===== config.mk =====
export PLATFORM = sky130hd
export DESIGN_NAME = shift_ignition_cut_sequencer
export DESIGN_NICKNAME = d
export VERILOG_FILES = /design/src/rtl/core/sics_pkg.sv /design/src/rtl/core/shift_ignition_cut_sequencer.sv
export VERILOG_INCLUDE_DIRS = /design/src /design/src/rtl/core
export SDC_FILE = /design/constraint.sdc
export NUM_CORES = 1
export LEC_CHECK = 0
export ABC_AREA = 1
export ABC_CLOCK_PERIOD_IN_PS = 11100
export BUFFER_PORTS_ARGS = -buffer_cell sky130_fd_sc_hd__buf_2
export CAP_MARGIN = 25
export CORE_MARGIN = 8
export CORE_UTILIZATION = 40
export DETAILED_ROUTE_END_ITERATION = 7
export PLACE_DENSITY = 0.65
export SYNTH_ARGS = -nofsm -noshare
export SYNTH_HDL_FRONTEND = slang
export SYNTH_SLANG_ARGS = --single-unit

===== constraint.sdc =====
create_clock -name clk -period 11.1 [get_ports clk]
set_clock_uncertainty 0.15 [all_clocks]
set_input_delay 2.775 -clock clk [delete_from_list [all_inputs] [get_ports clk]]
set_output_delay 2.775 -clock clk [all_outputs]
set_load 0.05 [all_outputs]

===== src/rtl/core/assert_macros.svh =====
// Assertion helpers; clk and rst_n are taken from the enclosing module.
`ifndef ASSERT_MACROS_SVH
`define ASSERT_MACROS_SVH

// Same-cycle implication.
`define ASSERT_IMPL(lbl, ante, cons) \
  lbl: assert property (@(posedge clk) disable iff (!rst_n) (ante) |-> (cons)) \
    else $error("assertion failed");

// Next-cycle implication.
`define ASSERT_NEXT(lbl, ante, cons) \
  lbl: assert property (@(posedge clk) disable iff (!rst_n) (ante) |=> (cons)) \
    else $error("assertion failed");

`endif


===== src/rtl/core/sics_pkg.sv =====
package sics_pkg;

  typedef enum logic [1:0] {
    PH_READY = 2'd0,
    PH_CUT   = 2'd1,
    PH_COOL  = 2'd2
  } phase_t;

  typedef enum logic [1:0] {
    CFG_CUT_TIME     = 2'd0,
    CFG_COOLDOWN     = 2'd1,
    CFG_MIN_SPEED    = 2'd2,
    CFG_MIN_THROTTLE = 2'd3
  } cfg_idx_t;

  // 65535 ms * 10000 ticks fits in 30 bits
  localparam int unsigned TICK_W = 30;

  localparam logic [7:0]        SENSE_LIMIT  = 8'h10;
  localparam logic [7:0]        CUT_MASK     = 8'h03;
  localparam logic [7:0]        GEAR_LIMIT   = 8'd6;
  localparam logic [13:0]       TICKS_PER_MS = 14'd10000;
  localparam logic [TICK_W-1:0] CUT_TICKS_RST  = TICK_W'(700000);
  localparam logic [TICK_W-1:0] COOL_TICKS_RST = TICK_W'(3000000);
  localparam logic [15:0]       MIN_SPEED_RST  = 16'd7680;
  localparam logic [7:0]        MIN_THR_RST    = 8'd0;

endpackage


===== src/rtl/core/shift_ignition_cut_sequencer.sv =====
// Path: an accepted input goes to the input register, then the result register.
// Throughput: one request per cycle while out_ready holds; the phase/timestamp
// update is a single stage between the input register and the result register.
// Reset (rst_n low, synchronous): phase READY, timestamps cleared, pipeline
// empty, configuration back to 70 ms cut, 300 ms cooldown, speed 7680, throttle 0.
module shift_ignition_cut_sequencer (
  input  logic        clk,
  input  logic        rst_n,
  input  logic        in_valid,
  output logic        in_ready,
  input  logic [15:0] in_engine_speed,
  input  logic [7:0]  in_throttle,
  input  logic [7:0]  in_gear,
  input  logic [7:0]  in_sensor_voltage,
  input  logic [31:0] in_timer_now,
  input  logic [7:0]  in_limit_flags_in,
  output logic        out_valid,
  input  logic        out_ready,
  output logic [7:0]  out_limit_flags_out,
  output logic [1:0]  out_phase,
  input  logic        cfg_we,
  input  sics_pkg::cfg_idx_t cfg_index,
  input  logic [15:0] cfg_wdata
);
  import sics_pkg::*;

  `include "assert_macros.svh"

  // configuration, durations stored already scaled to timer ticks
  logic [TICK_W-1:0] cut_cfg_ticks_r;
  logic [TICK_W-1:0] cool_ticks_r;
  logic [15:0]       min_speed_r;
  logic [7:0]        min_throttle_r;
  logic [TICK_W-1:0] wdata_ticks;

  // input register
  logic        s1_valid_r;
  logic [15:0] s1_speed_r;
  logic [7:0]  s1_throttle_r;
  logic [7:0]  s1_gear_r;
  logic [7:0]  s1_volt_r;
  logic [31:0] s1_now_r;
  logic [7:0]  s1_flags_r;

  // sequencer state
  phase_t            phase_r, phase_nxt;
  logic [31:0]       start_r, start_nxt;
  logic [TICK_W-1:0] cut_ticks_r, cut_ticks_nxt;

  // result register
  logic       out_valid_r;
  logic [7:0] out_flags_r;
  logic [1:0] out_phase_r;

  logic              adv;
  logic              request;
  logic              qualify;
  logic [31:0]       elapsed;
  logic [TICK_W-1:0] limit_sel;
  logic              expired;
  logic [7:0]        flags_nxt;

  assign wdata_ticks = TICK_W'(cfg_wdata) * TICK_W'(TICKS_PER_MS);

  always_ff @(posedge clk) begin
    if (!rst_n) begin
      cut_cfg_ticks_r <= CUT_TICKS_RST;
      cool_ticks_r    <= COOL_TICKS_RST;
      min_speed_r     <= MIN_SPEED_RST;
      min_throttle_r  <= MIN_THR_RST;
    end else if (cfg_we) begin
      case (cfg_index)
        CFG_CUT_TIME:     cut_cfg_ticks_r <= wdata_ticks;
        CFG_COOLDOWN:     cool_ticks_r    <= wdata_ticks;
        CFG_MIN_SPEED:    min_speed_r     <= cfg_wdata;
        CFG_MIN_THROTTLE: min_throttle_r  <= cfg_wdata[7:0];
        default: ;
      endcase
    end
  end

  assign adv      = s1_valid_r && (!out_valid_r || out_ready);
  assign in_ready = !s1_valid_r || adv;

  always_ff @(posedge clk) begin
    if (!rst_n) begin
      s1_valid_r <= 1'b0;
    end else if (in_ready) begin
      s1_valid_r <= in_valid;
    end
  end

  always_ff @(posedge clk) begin
    if (in_ready && in_valid) begin
      s1_speed_r    <= in_engine_speed;
      s1_throttle_r <= in_throttle;
      s1_gear_r     <= in_gear;
      s1_volt_r     <= in_sensor_voltage;
      s1_now_r      <= in_timer_now;
      s1_flags_r    <= in_limit_flags_in;
    end
  end

  assign request = s1_volt_r < SENSE_LIMIT;
  assign qualify = (s1_speed_r > min_speed_r) && (s1_gear_r < GEAR_LIMIT) &&
                   (s1_throttle_r >= min_throttle_r);

  // one wrapped-elapsed compare serves whichever timed phase is active
  assign elapsed   = s1_now_r - start_r;
  assign limit_sel = (phase_r == PH_CUT) ? cut_ticks_r : cool_ticks_r;
  assign expired   = elapsed > 32'(limit_sel);

  // next phase; a phase entered from READY cannot expire on the same tick
  always_comb begin
    case (phase_r)
      PH_CUT:  phase_nxt = expired ? PH_COOL : PH_CUT;
      PH_COOL: phase_nxt = expired ? PH_READY : PH_COOL;
      default: begin
        if (request) begin
          phase_nxt = qualify ? PH_CUT : PH_COOL;
        end else begin
          phase_nxt = PH_READY;
        end
      end
    endcase
  end

  always_comb begin
    start_nxt     = start_r;
    cut_ticks_nxt = cut_ticks_r;
    flags_nxt     = s1_flags_r;
    case (phase_r)
      PH_CUT: begin
        if (expired) begin
          flags_nxt = s1_flags_r & ~CUT_MASK;
          start_nxt = s1_now_r;
        end else begin
          flags_nxt = s1_flags_r | CUT_MASK;
        end
      end
      PH_COOL: ;
      default: begin
        if (request) begin
          start_nxt = s1_now_r;
          if (qualify) begin
            flags_nxt     = s1_flags_r | CUT_MASK;
            cut_ticks_nxt = cut_cfg_ticks_r;
          end
        end
      end
    endcase
  end

  always_ff @(posedge clk) begin
    if (!rst_n) begin
      phase_r     <= PH_READY;
      start_r     <= '0;
      cut_ticks_r <= '0;
    end else if (adv) begin
      phase_r     <= phase_nxt;
      start_r     <= start_nxt;
      cut_ticks_r <= cut_ticks_nxt;
    end
  end

  always_ff @(posedge clk) begin
    if (!rst_n) begin
      out_valid_r <= 1'b0;
    end else if (adv) begin
      out_valid_r <= 1'b1;
    end else if (out_ready) begin
      out_valid_r <= 1'b0;
    end
  end

  always_ff @(posedge clk) begin
    if (adv) begin
      out_flags_r <= flags_nxt;
      out_phase_r <= phase_nxt;
    end
  end

  assign out_valid           = out_valid_r;
  assign out_limit_flags_out = out_flags_r;
  assign out_phase           = out_phase_r;

  `ASSERT_IMPL(a_stall_only_when_full, !in_ready, s1_valid_r && out_valid_r && !out_ready)
  `ASSERT_IMPL(a_cut_exits_to_cool, adv && phase_r == PH_CUT,
               phase_nxt == PH_CUT || phase_nxt == PH_COOL)
  `ASSERT_NEXT(a_cut_start_stamp, adv && phase_r == PH_READY && phase_nxt == PH_CUT,
               start_r == $past(s1_now_r) && phase_r == PH_CUT)
  `ASSERT_IMPL(a_cut_flags_set, out_valid_r && out_phase_r == PH_CUT,
               out_flags_r[1:0] == CUT_MASK[1:0])

endmodule


Word-level counts from Yosys, hierarchy flattened
Cells that the tools add are included.
- word-level logic and storage cells: 65
- input port bits: 103
- output and inout bits: 12
- register bits: 228
- magnitude comparators: 5
- equality and inequality tests: 6
- add/sub/neg operators: 1
- multiply operators: 1
- reductions and logical operators: 18
- multiplexer cells: 15
- bitwise operators: 2
- operators with widths (operator ; count):
    $mux W32 ; 2
    $pmux W32 S2 ; 1
    $gt A32 B30 Y1 ; 1
    $sub A32 B32 Y32 ; 1
    $mux W30 ; 1
    $mul A16 B10 Y26 const B ; 1
    $gt A16 B16 Y1 ; 1
    $mux W2 ; 7
    $ge A8 B8 Y1 ; 1
    $lt A8 B3 Y1 const B ; 1
    $lt A8 B5 Y1 const B ; 1
    $pmux W2 S2 ; 2
    $reduce_and A2 Y1 ; 4
    $reduce_and A4 Y1 ; 2
    $eq A2 B2 Y1 const B ; 3
    $eq A2 B1 Y1 const B ; 2
    $logic_and A1 B1 Y1 ; 4
    $reduce_bool A2 Y1 ; 2
    $logic_not A1 Y1 ; 2
    $logic_not A2 Y1 ; 1
    $logic_or A1 B1 Y1 ; 2
    $mux W1 ; 2
    $ne A2 B2 Y1 const B ; 1
    $not A1 Y1 ; 2
    $reduce_or A2 Y1 ; 1

Depth between registers and ports, before layout
- word-level depth: 6
- mapped depth: 31
- mapped depth without buffers: 31

Worst setup path after synthesis
No wires, ideal clock.
- kind: input to register
- from: input port cfg_wdata[4]
- to: register cut_cfg_ticks_r[21]
- cell stages on the path: 18
- path buffers: 0
- library setup time: 0.115 ns
- required time: 10.835 ns
- setup slack: 4.485 ns
- data arrival time: 6.350 ns
- path through: fa_1 ha_1 inv_1 fa_1 inv_1 ha_1 inv_1 fa_1 inv_1 ha_1 a21oi_1 o21ai_0 a21o_1 a21oi_1 o21ai_0 xor2_1 o21ai_0 inv_1
- word-level cells in the longest chain between the ends: 1
- RTL lines (what ; RTL line ; source):
    start, declared ; shift_ignition_cut_sequencer.sv:23 ; input logic [15:0] cfg_wdata
    $mul A16 B10 Y26 ; shift_ignition_cut_sequencer.sv:63 ; assign wdata_ticks = TICK_W'(cfg_wdata) * TICK_W'(TICKS_PER_MS);
    end signal, assigned ; shift_ignition_cut_sequencer.sv:73 ; CFG_CUT_TIME: cut_cfg_ticks_r <= wdata_ticks;
    end, declared ; shift_ignition_cut_sequencer.sv:30 ; logic [TICK_W-1:0] cut_cfg_ticks_r;
No other way between the ends.
A chain may end at the register's enable or synchronous reset.

Final worst setup path
- from: input port cfg_wdata[5]
- to: register cool_ticks_r[22]
- word-level cells in the longest chain between the ends: 1
- RTL lines (what ; RTL line ; source):
    $mul A16 B10 Y26 ; shift_ignition_cut_sequencer.sv:63 ;
    end signal, assigned ; shift_ignition_cut_sequencer.sv:74 ; CFG_COOLDOWN: cool_ticks_r <= wdata_ticks;
    end, declared ; shift_ignition_cut_sequencer.sv:31 ; logic [TICK_W-1:0] cool_ticks_r;
No other way between the ends.

==> reports/metrics.cfg <==
[floorplan]
num_rows = 68
die-area_um2 = 41000
core_area_um2 = 34400
die_w_um = 203
pin_count = 115
initial_core_util = 0.405
die_h_um = 203

[clocking]
clock_sinks = 223
hold_buffers = 0
cts_max_path_buffers = 3
cts_made_buffers = 25
path_clk_slew_ns = 0.06
ctsResizeCount = 0
worstSkewPairLatency_ns = 0.54
cts_max_level = 1
cts_root_buffer = clkbuf_16
post_cts_buffers = 0
cts_tree = done

[sta]
max_slew_margin = 0.447
slew_viol_final = 0
finalWorstSetupSlack_ns = 4.40
finalSetupTns_ns = 0
setup_viol = 0
finalCritPeriodShare = 0.604
fmax_mhz = 149
rsz0062_at_grt = false
hold_viol = 0
holdWs_ns = 0.266
finalCriticalPeriod_ns = 6.70
worst_pin_slew_ns = 0.829

[route]
vias_per_cell = 4.86
initialDrtViolationCount = 437
vias = 10800
routed_wl_um = 32400
drc_errors = 0
antenna_left = 0
drt_pass1_iterations = 5
wire_per_inst_um = 14.6

[pwr]
switching_share = 0.366
netSwitchingPower_uw = 988
power_density_nw_per_um2 = 172
p_int_uw = 1710
pwr-share-comb = 0.356
ir_drop_uv = 112
p_leak_uw = 0.00715
p_seq_frac = 0.337
power_frac_clock = 0.307

[placement]
place.port_buffers = 109
place.gp.congestion = 0.878
hpwl_um = 24700
preCtsSetupSlack_ns = 3.83

[global_route]
grt_max_degree = 83
track_usage = 0.159
grt_pass1_wl_um = 54200
grt.overflow.total = 0
grt_antenna_before_repair = 0
grt_pass1_vias = 10900

[min_path]
hold_end = out_limit_flags_out[2]
hold_class = register to register
hold_depth = 0
worstHoldStart = s1_flags_r[2]

[critical_path]
crit_arrival_ns = 6.99
rrSetupSlack_ns = 5.91
required_ns = 11.39
slowest_delay_ns = 0.52
r2r-end = start_r[18]
r2r-start = s1_now_r[0]
crit_top_cell = inv_1
critPathMaxFanout = 7
criticalPathCategory = primary input to register
end_kind = register
r2r_cells = 24
cp_slowest_cell = fa_1
crit_path_cell_trace = buf_2 > fa_1 > ha_1 > inv_1 > fa_1 > inv_1 > ha_1 > inv_1 > fa_1 > inv_1 > ha_1 > nand2_1 > nor2_1 > o21ai_1 > o211ai_1 > a31oi_1 > o21ai_1 > nand2_1 > nand3_1 > nand3_1 > nand2_1 > inv_1
start_kind = primary input

[logic_synthesis]
ys_seq_elements = 223
avgSynthCellArea_um2 = 8.45
yosysWarnings = 0
synthFlopType = dfxtp_1
synth_area_um2 = 13900
yosys.area.top_type_share = 0.199
synth_edf_count = 85
netlist-cell-type-count = 45
async_flop_share = 0
synth_nets = 1938
postSynthCellCount = 1646
yosys.area.top_type = dfxtp_1
synthTopCellsByArea = dfxtp_1 20%, edfxtp_1 18%, ha_1 14%
ys_seq_area_frac = 0.382

[final_layout]
syn_to_final_growth_pct = 12.9
layout_commonest_cell = inv_1
utilization = 0.457
antennaDiodeCount = 0
n_fill_cell = 3458
layout_common_cells = 286 x inv_1, 269 x nand2_1, 153 x ha_1, 138 x dfxtp_1, 121 x a21oi_1
final_nets = 2038
drive_gt1_frac = 0.134

[outcome]
status = completed

[run]
drv_cap = 0

[worst max path at each step]
stage | startpoint | to | slack [ns] | cells past startpoint
CTS | cfg_wdata[5] | cut_cfg_ticks_r[21] | 4.40 | 19
detailed placement | cfg_wdata[5] | cut_cfg_ticks_r[21] | 3.83 | 19
global route | cfg_wdata[7] | cut_cfg_ticks_r[21] | 4.13 | 19
finish | cfg_wdata[5] | cool_ticks_r[22] | 4.40 | 22
floorplan | cfg_wdata[4] | cut_cfg_ticks_r[21] | 4.48 | 18
global placement | cfg_wdata[5] | cut_cfg_ticks_r[21] | 3.84 | 19
[per-stage QoR]
stage          instance area (um2)  instances  total power [uW]
6_report                     15700       2220              2700
5_1_grt                      15700       2220              2910
4_1_cts                      15700       2220              2740
3_5_place_dp                 14900       2174              1900
3_3_place_gp                 14900       2174              1890
2_1_floorplan                13900       1646              1620
[final cells by class]
| type | instances | area, um2 | area share |
|---|---|---|---|
| inverters | 292 | 1100 | 0.0698 |
| flip-flops and latches | 223 | 5320 | 0.338 |
| repair buffers | 118 | 613 | 0.0390 |
| clock inverters | 15 | 109 | 0.00693 |
| clock buffers | 31 | 721 | 0.0459 |
| well taps | 455 | 569 | 0.0362 |
| multi-input cells | 1086 | 7290 | 0.464 |
[critical path, delay by kind of cell]
family / cells / cell delay [ns]
buffers and inverters: 6 / 0.46
AND/OR/NAND/NOR: 6 / 0.80
adder cells (fa/ha/maj): 6 / 2.39
AO/OA/AOI/OAI: 4 / 0.55
[flip-flops by register name (all words and copies together), names as in the netlist]
register / flops
s1_throttle_r: 8
s1_gear_r: 7
s1_valid_r: 1
min_speed_r: 16
phase_r: 2
s1_speed_r: 16
out_phase: 2
out_valid: 1
cut_ticks_r: 26
out_limit_flags_out: 8
min_throttle_r: 8
s1_now_r: 32
cool_ticks_r: 26
cut_cfg_ticks_r: 26
s1_volt_r: 4
start_r: 32
s1_flags_r: 8
[layer usage]
metal,wire length (um),global-route usage,vias to the layer above
met5,0,0,-
met4,732,0.0394,0
met3,1200,0.0234,39
met2,15300,0.273,176
met1,15100,0.207,4991
li1,-,-,5583
[synthesized netlist by cell type, types with 2 or more instances]
library cell    n
nor2_1        119
nand2_2        34
buf_12          3
a21oi_1       121
nor3_1          8
nand4_1        15
nor3_2          2
ha_1          153
fa_1           36
nand3b_1        3
a31oi_1         6
dfxtp_1       138
a21oi_2        30
a21o_1         12
xor2_1         23
inv_1         288
nand2_1       269
a31o_2          2
a21boi_0        2
mux2i_1        19
clkbuf_1       28
xnor2_1        17
edfxtp_1       85
a2111oi_0       2
buf_1           6
o211ai_1       26
o21bai_1        4
o21ai_1         8
nand3_1        88
inv_2           3
nor4_1          7
o21ai_0        68
buf_2           8
a211oi_1        2
[cell families after synthesis]
logic type / after synthesis / synth area share
AO/OA/AOI/OAI: 289 / 0.123
XOR/XNOR: 40 / 0.0252
AND/OR/NAND/NOR: 549 / 0.171
adder cells (fa/ha/maj): 189 / 0.189
buffers and inverters: 337 / 0.0951
multiplexers: 19 / 0.0137
flip-flops: 223 / 0.382
[power groups by stage]
| stage | registers [uW] | logic, uW | clock network (uW) |
|---|---|---|---|
| floorplan | 930 | 689 | 0 |
| CTS | 910 | 978 | 853 |
| finish | 910 | 963 | 830 |
| global placement | 925 | 960 | 0 |
| global route | 913 | 1120 | 882 |
| detailed placement | 927 | 969 | 0 |
Power figures use the tool's default switching activity.
